--- src/hw/rtl/thread_table_scheduler_core_assert.svh ---
// Assertion helpers for the scheduler core.
`ifndef THREAD_TABLE_SCHEDULER_CORE_ASSERT_SVH
`define THREAD_TABLE_SCHEDULER_CORE_ASSERT_SVH

// same-cycle implication, quiet during reset
`define TTS_ASSERT_IMPL(lbl, clk, rst, ante, cons, msg) \
   lbl: assert property (@(posedge clk) disable iff (rst) (ante) |-> (cons)) \
      else $error(msg);

// next-cycle implication, quiet during reset
`define TTS_ASSERT_NEXT(lbl, clk, rst, ante, cons, msg) \
   lbl: assert property (@(posedge clk) disable iff (rst) (ante) |=> (cons)) \
      else $error(msg);

`endif

--- src/hw/rtl/tts_pkg.sv ---
package tts_pkg;

   // table size default
   localparam int DEF_MAX_ENTRIES = 16;

   // config register reset values
   localparam logic [63:0] KERNEL_ROOT_RESET = 64'h0;
   localparam logic [63:0] BOOT_STACK_RESET  = 64'h0000_0000_0009_F000;

   // config address: two 64-bit registers at 0 and 8
   localparam int CSR_ADDR_W = 4;
   localparam logic CSR_KERNEL_ROOT = 1'b0;
   localparam logic CSR_BOOT_STACK  = 1'b1;

   // op codes
   localparam logic [2:0] OP_TICK    = 3'd0;
   localparam logic [2:0] OP_IRQ     = 3'd1;
   localparam logic [2:0] OP_BLOCK   = 3'd2;
   localparam logic [2:0] OP_UNBLOCK = 3'd3;
   localparam logic [2:0] OP_EXIT    = 3'd4;
   localparam logic [2:0] OP_ADD     = 3'd5;

   // per-thread state
   typedef enum logic [1:0] {
      TS_READY      = 2'd0,
      TS_RUNNING    = 2'd1,
      TS_BLOCKED    = 2'd2,
      TS_TERMINATED = 2'd3
   } thr_state_type;

   typedef struct packed {
      logic [2:0]  op;
      logic [63:0] current_context;
      logic [63:0] new_context;
      logic [63:0] new_stack_top;
      logic [63:0] new_space_root;
   } req_item_type;

   typedef struct packed {
      logic        switched;
      logic [3:0]  thread_index;
      logic [63:0] resume_context;
      logic [63:0] kernel_stack;
      logic [63:0] space_root;
      logic        status;
      logic [4:0]  thread_count;
   } rsp_item_type;

   // config values seen by the datapath
   typedef struct packed {
      logic [63:0] kernel_root;
      logic [63:0] boot_stack_top;
   } cfg_type;

   // controller to datapath
   typedef struct packed {
      logic exec;
   } cmd_type;

endpackage

--- src/hw/rtl/thread_table_scheduler_core.sv ---
// Channel   Dir  Handshake               Beat
// req       in   req_valid / req_stall   req_item_type (op and context fields)
// rsp       out  rsp_valid / rsp_stall   rsp_item_type (switch, index, context)
// csr       in   psel/penable/pwrite     64-bit kernel_root at 0, boot_stack_top at 8
//
// One item at a time: the accept edge runs the whole table update and the
// registered entry-memory read; the result beat is valid the next cycle.
// A new item is taken only once the result beat has left, so rsp_stall adds
// its cycles directly. Thread pick is a combinational priority encoder over the state flops.
// Reset is synchronous; no memory clearing pass is needed.
`include "thread_table_scheduler_core_assert.svh"

module thread_table_scheduler_core
   import tts_pkg::*;
#(
   parameter int MAX_ENTRIES = DEF_MAX_ENTRIES
) (
   input  logic                  clock,
   input  logic                  reset,
   input  logic                  req_valid,
   output logic                  req_stall,
   input  req_item_type          req_item,
   output logic                  rsp_valid,
   input  logic                  rsp_stall,
   output rsp_item_type          rsp_item,
   input  logic                  psel,
   input  logic                  penable,
   input  logic                  pwrite,
   input  logic [CSR_ADDR_W-1:0] paddr,
   input  logic [63:0]           pwdata,
   output logic [63:0]           prdata,
   output logic                  pready
);

   cmd_type cmd;
   cfg_type cfg;

   assign pready = 1'b1;

   tts_csr u_csr (
      .clock   (clock),
      .reset   (reset),
      .psel    (psel),
      .penable (penable),
      .pwrite  (pwrite),
      .paddr   (paddr),
      .pwdata  (pwdata),
      .prdata  (prdata),
      .cfg     (cfg)
   );

   tts_ctrl u_ctrl (
      .clock     (clock),
      .reset     (reset),
      .req_valid (req_valid),
      .req_stall (req_stall),
      .rsp_valid (rsp_valid),
      .rsp_stall (rsp_stall),
      .cmd       (cmd)
   );

   tts_dp #(
      .MAX_ENTRIES (MAX_ENTRIES)
   ) u_dp (
      .clock    (clock),
      .reset    (reset),
      .cmd      (cmd),
      .cfg      (cfg),
      .req_item (req_item),
      .rsp_item (rsp_item)
   );

   // checks
   `TTS_ASSERT_NEXT(a_accept_gives_rsp, clock, reset, cmd.exec, rsp_valid, "no result after accept")
   `TTS_ASSERT_IMPL(a_no_accept_pending, clock, reset, rsp_valid, req_stall, "accept while result pending")
   `TTS_ASSERT_IMPL(a_noswitch_zero, clock, reset, rsp_valid && !rsp_item.switched, (rsp_item.resume_context == 64'd0) && (rsp_item.space_root == 64'd0), "context given without switch")
   `TTS_ASSERT_IMPL(a_refuse_noswitch, clock, reset, rsp_valid && rsp_item.status, !rsp_item.switched, "refused add reports a switch")

endmodule

--- src/hw/rtl/tts_csr.sv ---
module tts_csr
   import tts_pkg::*;
(
   input  logic                  clock,
   input  logic                  reset,
   input  logic                  psel,
   input  logic                  penable,
   input  logic                  pwrite,
   input  logic [CSR_ADDR_W-1:0] paddr,
   input  logic [63:0]           pwdata,
   output logic [63:0]           prdata,
   output cfg_type               cfg
);

   logic [63:0] kernel_root_ff;
   logic [63:0] boot_stack_ff;
   logic        wr_en;
   logic        sel;

   assign wr_en = psel & penable & pwrite;
   assign sel   = paddr[3];

   // register writes on the access beat
   always_ff @(posedge clock) begin
      if (reset) begin
         kernel_root_ff <= KERNEL_ROOT_RESET;
         boot_stack_ff  <= BOOT_STACK_RESET;
      end else if (wr_en) begin
         if (sel == CSR_BOOT_STACK) begin
            boot_stack_ff <= pwdata;
         end else begin
            kernel_root_ff <= pwdata;
         end
      end
   end

   assign prdata = (sel == CSR_KERNEL_ROOT) ? kernel_root_ff : boot_stack_ff;

   assign cfg.kernel_root    = kernel_root_ff;
   assign cfg.boot_stack_top = boot_stack_ff;

endmodule

--- src/hw/rtl/tts_ctrl.sv ---
module tts_ctrl
   import tts_pkg::*;
(
   input  logic    clock,
   input  logic    reset,
   input  logic    req_valid,
   output logic    req_stall,
   output logic    rsp_valid,
   input  logic    rsp_stall,
   output cmd_type cmd
);

   typedef enum logic [1:0] {
      ST_IDLE = 2'b01,
      ST_RESP = 2'b10
   } ctrl_state_type;

   ctrl_state_type state_ff, state_in;

   // next state
   always_comb begin
      state_in = state_ff;
      case (state_ff)
         ST_IDLE: begin
            if (req_valid) state_in = ST_RESP;
         end
         ST_RESP: begin
            if (!rsp_stall) state_in = ST_IDLE;
         end
         default: state_in = ST_IDLE;
      endcase
   end

   always_ff @(posedge clock) begin
      if (reset) begin
         state_ff <= ST_IDLE;
      end else begin
         state_ff <= state_in;
      end
   end

   // handshake and command outputs
   assign req_stall = (state_ff != ST_IDLE);
   assign rsp_valid = (state_ff == ST_RESP);
   assign cmd.exec  = (state_ff == ST_IDLE) && req_valid;

endmodule

--- src/hw/rtl/tts_dp.sv ---
module tts_dp
   import tts_pkg::*;
#(
   parameter int MAX_ENTRIES = DEF_MAX_ENTRIES
) (
   input  logic         clock,
   input  logic         reset,
   input  cmd_type      cmd,
   input  cfg_type      cfg,
   input  req_item_type req_item,
   output rsp_item_type rsp_item
);

   localparam int IDX_W = $clog2(MAX_ENTRIES);
   localparam int CNT_W = $clog2(MAX_ENTRIES + 1);

   // thread table state
   thr_state_type    st_ff [MAX_ENTRIES];
   thr_state_type    st_in [MAX_ENTRIES];
   logic [IDX_W-1:0] cur_ff, cur_in;
   logic [CNT_W-1:0] cnt_ff, cnt_in;
   logic             sw_ff, sw_in;
   logic             status_ff, status_in;

   // entry memories
   logic [63:0] ctx_mem  [MAX_ENTRIES];
   logic [63:0] stk_mem  [MAX_ENTRIES];
   logic [63:0] root_mem [MAX_ENTRIES];
   logic [63:0] rd_ctx_ff, rd_stk_ff, rd_root_ff;

   // memory write controls
   logic             ctx_we;
   logic [IDX_W-1:0] ctx_waddr;
   logic [63:0]      ctx_wdata;
   logic             tab_we;
   logic [IDX_W-1:0] add_idx;
   logic             ctx_fwd;

   // pick logic
   logic                   multi;
   logic                   cur_run;
   thr_state_type          tk_mod_st;
   thr_state_type          tk_cur_st;
   logic [MAX_ENTRIES-1:0] in_rng;
   logic [MAX_ENTRIES-1:0] rdy_base;
   logic [MAX_ENTRIES-1:0] rdy_tick;
   logic [MAX_ENTRIES-1:0] tk_hi;
   logic [MAX_ENTRIES-1:0] mid_rdy;
   logic                   tk_found;
   logic [IDX_W-1:0]       tk_pick;
   logic [IDX_W-1:0]       irq_best;
   logic                   irq_sw;

   function automatic logic [IDX_W-1:0] first_set(input logic [MAX_ENTRIES-1:0] v);
      logic [IDX_W-1:0] r;
      r = '0;
      for (int i = MAX_ENTRIES - 1; i >= 0; i--) begin
         if (v[i]) r = IDX_W'(i);
      end
      return r;
   endfunction

   assign multi   = (cnt_ff > CNT_W'(1));
   assign cur_run = (st_ff[cur_ff] == TS_RUNNING);
   assign add_idx = cnt_ff[IDX_W-1:0];

   // current entry state as the tick scan sees it
   always_comb begin
      case (req_item.op)
         OP_BLOCK: tk_mod_st = TS_BLOCKED;
         OP_EXIT:  tk_mod_st = TS_TERMINATED;
         default:  tk_mod_st = st_ff[cur_ff];
      endcase
      tk_cur_st = (tk_mod_st == TS_RUNNING) ? TS_READY : tk_mod_st;
   end

   // ready masks
   always_comb begin
      for (int i = 0; i < MAX_ENTRIES; i++) begin
         in_rng[i]   = (CNT_W'(i) < cnt_ff);
         rdy_base[i] = in_rng[i] && (st_ff[i] == TS_READY);
         rdy_tick[i] = (IDX_W'(i) == cur_ff) ? (in_rng[i] && (tk_cur_st == TS_READY))
                                             : rdy_base[i];
         tk_hi[i]    = rdy_tick[i] && (IDX_W'(i) > cur_ff);
         mid_rdy[i]  = rdy_base[i] && (i >= 2);
      end
   end

   // round-robin: first ready above current, else wrap to the lowest
   assign tk_found = |rdy_tick;
   assign tk_pick  = (|tk_hi) ? first_set(tk_hi) : first_set(rdy_tick);

   // fixed priority: index 1 highest, index 0 lowest
   always_comb begin
      if (rdy_base[1] && !(cur_run && (cur_ff == IDX_W'(1)))) begin
         irq_best = IDX_W'(1);
      end else if ((|mid_rdy) && !(cur_run && (cur_ff != '0))) begin
         irq_best = first_set(mid_rdy);
      end else if (cur_run) begin
         irq_best = cur_ff;
      end else begin
         irq_best = '0;
      end
   end
   assign irq_sw = (irq_best != cur_ff);

   // operation decode and next state
   always_comb begin
      for (int i = 0; i < MAX_ENTRIES; i++) st_in[i] = st_ff[i];
      cur_in    = cur_ff;
      cnt_in    = cnt_ff;
      sw_in     = 1'b0;
      status_in = 1'b0;
      ctx_we    = 1'b0;
      ctx_waddr = cur_ff;
      ctx_wdata = req_item.current_context;
      tab_we    = 1'b0;
      if (cmd.exec) begin
         case (req_item.op)
            OP_TICK, OP_BLOCK, OP_EXIT: begin
               st_in[cur_ff] = tk_mod_st;
               if (multi) begin
                  ctx_we        = 1'b1;
                  st_in[cur_ff] = tk_cur_st;
                  if (tk_found) begin
                     st_in[tk_pick] = TS_RUNNING;
                     cur_in         = tk_pick;
                     sw_in          = 1'b1;
                  end else begin
                     st_in[cur_ff] = TS_RUNNING;
                  end
               end
            end
            OP_IRQ: begin
               if (multi && irq_sw) begin
                  ctx_we = 1'b1;
                  if (cur_run) st_in[cur_ff] = TS_READY;
                  st_in[irq_best] = TS_RUNNING;
                  cur_in          = irq_best;
                  sw_in           = 1'b1;
               end
            end
            OP_UNBLOCK: begin
               for (int i = 0; i < MAX_ENTRIES; i++) begin
                  if (in_rng[i] && (st_ff[i] == TS_BLOCKED)) st_in[i] = TS_READY;
               end
            end
            OP_ADD: begin
               if (cnt_ff >= CNT_W'(MAX_ENTRIES)) begin
                  status_in = 1'b1;
               end else begin
                  ctx_we         = 1'b1;
                  ctx_waddr      = add_idx;
                  ctx_wdata      = req_item.new_context;
                  tab_we         = 1'b1;
                  st_in[add_idx] = TS_READY;
                  cnt_in         = cnt_ff + CNT_W'(1);
               end
            end
            default: ;
         endcase
      end
   end

   // a context saved this beat is read back at the same address
   assign ctx_fwd = ctx_we && (ctx_waddr == cur_in);

   // control state
   always_ff @(posedge clock) begin
      if (reset) begin
         for (int i = 0; i < MAX_ENTRIES; i++) begin
            st_ff[i] <= (i == 0) ? TS_RUNNING : TS_READY;
         end
         cur_ff <= '0;
         cnt_ff <= CNT_W'(1);
      end else if (cmd.exec) begin
         for (int i = 0; i < MAX_ENTRIES; i++) st_ff[i] <= st_in[i];
         cur_ff <= cur_in;
         cnt_ff <= cnt_in;
      end
   end

   // result flags
   always_ff @(posedge clock) begin
      if (cmd.exec) begin
         sw_ff     <= sw_in;
         status_ff <= status_in;
      end
   end

   // context memory: save or add write, read of the new current entry
   always_ff @(posedge clock) begin
      if (ctx_we) ctx_mem[ctx_waddr] <= ctx_wdata;
      if (cmd.exec) rd_ctx_ff <= ctx_fwd ? ctx_wdata : ctx_mem[cur_in];
   end

   // stack and root memories: written on add only
   always_ff @(posedge clock) begin
      if (tab_we) begin
         stk_mem[add_idx]  <= req_item.new_stack_top;
         root_mem[add_idx] <= req_item.new_space_root;
      end
      if (cmd.exec) begin
         rd_stk_ff  <= stk_mem[cur_in];
         rd_root_ff <= root_mem[cur_in];
      end
   end

   // result beat; entry 0 takes stack and root from config
   always_comb begin
      rsp_item.switched       = sw_ff;
      rsp_item.thread_index   = 4'(cur_ff);
      rsp_item.resume_context = sw_ff ? rd_ctx_ff : 64'd0;
      rsp_item.kernel_stack   = (cur_ff == '0) ? cfg.boot_stack_top : rd_stk_ff;
      rsp_item.space_root     = sw_ff ? ((cur_ff == '0) ? cfg.kernel_root : rd_root_ff)
                                      : 64'd0;
      rsp_item.status         = status_ff;
      rsp_item.thread_count   = 5'(cnt_ff);
   end

endmodule

--- config.mk ---
export PLATFORM = sky130hd
export DESIGN_NAME = thread_table_scheduler_core
export DESIGN_NICKNAME = d
export VERILOG_FILES = /design/src/hw/rtl/tts_pkg.sv /design/src/hw/rtl/thread_table_scheduler_core.sv /design/src/hw/rtl/tts_csr.sv /design/src/hw/rtl/tts_ctrl.sv /design/src/hw/rtl/tts_dp.sv
export VERILOG_INCLUDE_DIRS = /design/src /design/src/hw/rtl
export SDC_FILE = /design/constraint.sdc
export NUM_CORES = 2
export LEC_CHECK = 0
export BUFFER_PORTS_ARGS = -buffer_cell sky130_fd_sc_hd__buf_4
export CORE_MARGIN = 3
export CORE_UTILIZATION = 40
export CTS_BUF_LIST = sky130_fd_sc_hd__clkbuf_16
export CTS_CLUSTER_DIAMETER = 60
export DETAILED_ROUTE_END_ITERATION = 8
export PLACE_DENSITY = 0.62
export RECOVER_POWER = 50
export SYNTH_ARGS = -nofsm -noshare
export SYNTH_HDL_FRONTEND = slang
export SYNTH_SLANG_ARGS = --single-unit
export TNS_END_PERCENT = 50
--- constraint.sdc ---
create_clock -name clock -period 16.7 [get_ports clock]
set_clock_uncertainty 0.1 [all_clocks]
set_input_delay 5.01 -clock clock [delete_from_list [all_inputs] [get_ports clock]]
set_output_delay 5.01 -clock clock [all_outputs]
set_load 0.005 [all_outputs]
==> results.md <==
* Clock Latency Late Sink at between 0.9 and 1 ns
* Most used cell, CP: clkbuf_1
* CP Max Fanout at 54
* CP endpoint kind: flop
* Remaining DRCs at 0
* Largest net degree at the start of global routing at around 190
* # rows at 218
* Total Nets Final at approximately 10000
* FMAX at slightly below 80 MHz
* Cell Chain, Critical Path: clkbuf_4 > inv_1 > or2_0 > nor3_1 > clkbuf_1 > nand3_1 > clkinvlp_2 > clkbuf_1 > buf_4
* Io pins at 604
* Post-synth top area cell: edfxtp_1
* Vias in the first global route at 84568
* Register area at 0.102 sq mm
* IO Port Bufs at 599
* Top_reg_cell synth: edfxtp_1
* Leakage power at between 50 and 60 nW
* Fin. max-slew vios at 1068
* DIE AREA at 0.362 sq mm
* Post-synthesis simple-gate area fraction at between 7 and 8%
* Post-synthesis cell count at about 8900
* Slew @ Worst Pin at a little over 4 ns
* Setup TNS at 0 ns
* Initial DRC count at 10565
* Failing checks: capacitance limit, slew limit
* FFs w/ async S/R, synth at 0%
* CP Data Required Time at 17.08 ns
* Max Cap Viol at 30
* Wire length per cell at between 30 and 40 um
* Register area share after synthesis at between 70% and 80%
* Xor/xnor cell area share of the yosys netlist at less than 1%
* Routed Antenna Nets at 0
* Buffers & Inverters on Critical Path at 6
* Clk pwr share at between 40% and 50%
* Vias/cell at approximately 5.9
* Multi-input gate area at 0.0374 sq mm
* Area Growth Syn to Fin at 14.8%
* Initial Utilization at between 40% and 50%
* Slowest-stage cell, CP: clkbuf_1
* Synthesized net count at 9227
* Largest stage delay, worst path at 2.51 ns
* Combinational group share of total power at under 10%
* Final hold slack at between 0.3 and 0.4 ns
* Share of the synthesized area in the top cell type at ~70%
* Min Tclk post-route at roughly 13 ns
* Congestion Overflow GR at 0
* Die height at roughly 600 um
* Post-CTS Setup Inserts at 0
* CP delay by family, top: buffers and inverters
* Share of cells above drive strength 1 at approximately 21%
* Fin. Hold Viols at 0
* Syn_area_per_cell at between 15 and 20 sq um
* RePlAce Congestion at approximately 0.9
* Via count at 85818
* Met2 Usage GRT at approximately two fifths
* Clock Sinks at 3441
* Worst rel slew slack at -172%
* Yosys warns at 0
* Worst min path class: flop to flop
* Core Region at 0.353 sq mm
* GRT Total Usage at 23.9%
* Synthesized-area fraction occupied by adder cells at less than 1%
* First-pass GRT wire length at ~630000 um
* Final Cycle Share at about three quarters
* H-tree Lvls at 5
* Post-CTS Hold Buffers at 0
* CTS tree: built
* Pwr dens at 112 mW/mm^2
* Switch share at a little over a fifth
* Initial antenna violation count at 84
* Detailed Place HPWL at 254000 um
* Number of enable flip-flop cells after synthesis at about 3300
* Met3 global-route usage at ~4.1%
* Setup violators final at 0
* Largest cells by area after synthesis: edfxtp_1, mux4_2, nand2_1, dfxtp_1, a21oi_1
* RSZ-0062 raised after global routing: no
* Post-synthesis compound-gate area fraction at under 10%
* Sequential Power Share at between 50% and 60%
* Clock tree buffer depth at 4
* TritonCTS buffer count at 368
* Routed Wire Length at between 400000 and 500000 um
* Fillers at about 30000
* CTS root buffer: clkbuf_16
* Synth cell types at 94
* CP Class: input port to flop
* Sw Pwr at 3.79 mW
* Worst EP arrival at approximately 13 ns
* Status: complete, but fails checks
* 1st-pass router iterations at 8
* GR peak layer: met2
* Die width at 602 um
* Crit path launch type: input port
* Routing usage on met1 at approximately 31%
* Internal power at between 10 and 15 mW
* Cell area after synthesis at ~0.14 sq mm
* Mux cell area share after synthesis at roughly 11%
* Synthesized flop and latch total at 3441
* Post-CTS sizing at 0
* Worst VDD drop at ~86 uV
* Largest family of logic cells by synthesized area: multiplexers
* Clk slew on worst S/H paths at around 0.060 ns
-- state kept, by name, summed over array words and instances (netlist names), named ones only --
name and count:
u_dp.rd_stk_ff 64, u_dp.status_ff 1, u_dp.rd_root_ff 64, u_dp.st_ff 32, u_dp.root_mem 1024, u_dp.ctx_mem 1024, u_dp.sw_ff 1, u_ctrl.state_ff 2
u_csr.boot_stack_ff 64, u_dp.cur_ff 4, u_dp.cnt_ff 5, u_dp.rd_ctx_ff 64, u_dp.stk_mem 1024, u_csr.kernel_root_ff 64
-- final cells by class --
class / count / area share (%)
antenna: 36 / 0.0553
clock buffer: 377 / 5.79
clock inverter: 297 / 1.57
inverter: 19 / 0.0491
multi-input combinational: 4824 / 23.0
sequential: 3441 / 62.5
tap: 4730 / 3.63
timing repair buffer: 778 / 3.39
-- final timing paths --
path                                         from                                    to  slack, ns  depth (start not counted)
max                                     req_valid       u_dp.root_mem[15][24]$_DFFE_PP_       3.88                          9
min          u_csr.boot_stack_ff[44]$_SDFFE_PP0P_  u_csr.boot_stack_ff[44]$_SDFFE_PP0P_       0.37                          2
max reg2reg           u_dp.cur_ff[3]$_SDFFE_PP0P_          u_dp.rd_ctx_ff[11]$_DFFE_PP_       6.50                         18
min reg2reg  u_csr.boot_stack_ff[44]$_SDFFE_PP0P_  u_csr.boot_stack_ff[44]$_SDFFE_PP0P_       0.37                          2
-- cells in the final DEF (no fill, tap or decap), types with 86 or more instances in the layout --
cell / Yosys / routed
a31oi_1: 142 / 142
dfxtp_1: 143 / 143
clkinv_1: 3 / 86
nand2_1: 1830 / 1826
clkbuf_16: 0 / 377
mux4_2: 644 / 644
a22o_1: 126 / 126
and3_1: 206 / 206
a21oi_1: 481 / 481
clkbuf_1: 319 / 153
o21ai_0: 132 / 130
edfxtp_1: 3298 / 3298
inv_1: 16 / 86
nor3_1: 104 / 100
a22oi_1: 90 / 90
nor2_1: 177 / 170
buf_4: 62 / 601
-- layer usage --
metal | vias to the layer above | part of all wire, %
met2 | 4323 | 49
met5 | - | 0.058
met1 | 44647 | 38
met4 | 36 | 4.3
met3 | 838 | 8.1
li1 | 35974 | -
-- Yosys cell counts, types with 16 or more instances --
cell type / number
nand3_1: 25
a21oi_1: 481
nor2_1: 177
dfxtp_1: 143
a211o_1: 68
a31oi_1: 142
o211ai_1: 17
a22o_1: 126
clkbuf_1: 319
nor2b_1: 21
buf_1: 47
a211oi_2: 63
mux2_2: 68
buf_4: 62
nand2_1: 1830
mux4_2: 644
inv_1: 16
and3_1: 206
a21boi_0: 69
buf_2: 174
a211oi_1: 24
o21ai_1: 36
o32ai_1: 64
a22oi_1: 90
and2_1: 80
nor3_1: 104
a221oi_1: 73
mux2i_1: 83
or3_1: 16
o21ai_0: 132
edfxtp_1: 3298
-- power by group through the flow --
stage / Sequential [mW] / Clock (mW) / Combinational (mW)
floorplan: 9.72 / 0 / 0.222
global placement: 9.73 / 0 / 0.514
detailed placement: 9.74 / 0 / 0.532
CTS: 9.55 / 8.21 / 0.533
global route: 9.56 / 8.56 / 0.553
finish: 9.56 / 8.09 / 0.518
-- worst reg2reg max path, cell delays in order, from the launching register on --
cell      delay, ns
dfxtp_1        0.30
clkbuf_1       1.65
clkinv_1       1.28
o211ai_1       0.43
a211oi_1       0.08
nor3_1         0.45
nand3_1        0.27
nor3_4         0.16
clkbuf_1       0.97
o21ai_1        0.12
a21oi_1        0.64
o21a_4         0.78
buf_4          0.89
buf_4          0.84
mux2i_1        0.20
o21ai_0        0.22
o32ai_1        0.14
a211o_1        0.29
a211oi_2       0.26
-- kinds of logic (layout without fill, tap and decap cells) --
family	Yosys count	in the layout
simple gates	2526	2526
buf+inv	624	1471
fa+ha+maj	4	4
mux	797	797
flops	3441	3441
other cells	1	37
compound gates	1491	1491
xor+xnor	5	5
-- per-stage QoR --
stage	instance area [sq um]	instances	util, %	worst slack [ns]	power (mW)
finish	163000	14502	46.2	3.88	18.2
global route	163000	14482	46.2	3.44	18.7
CTS	164000	14466	46.3	5.04	18.3
detailed placement	152000	13792	42.9	4.99	10.3
global placement	152000	13792	42.9	4.97	10.2
floorplan	142000	8889	-	1.84	9.94
(Power assumes the default switching activity.)
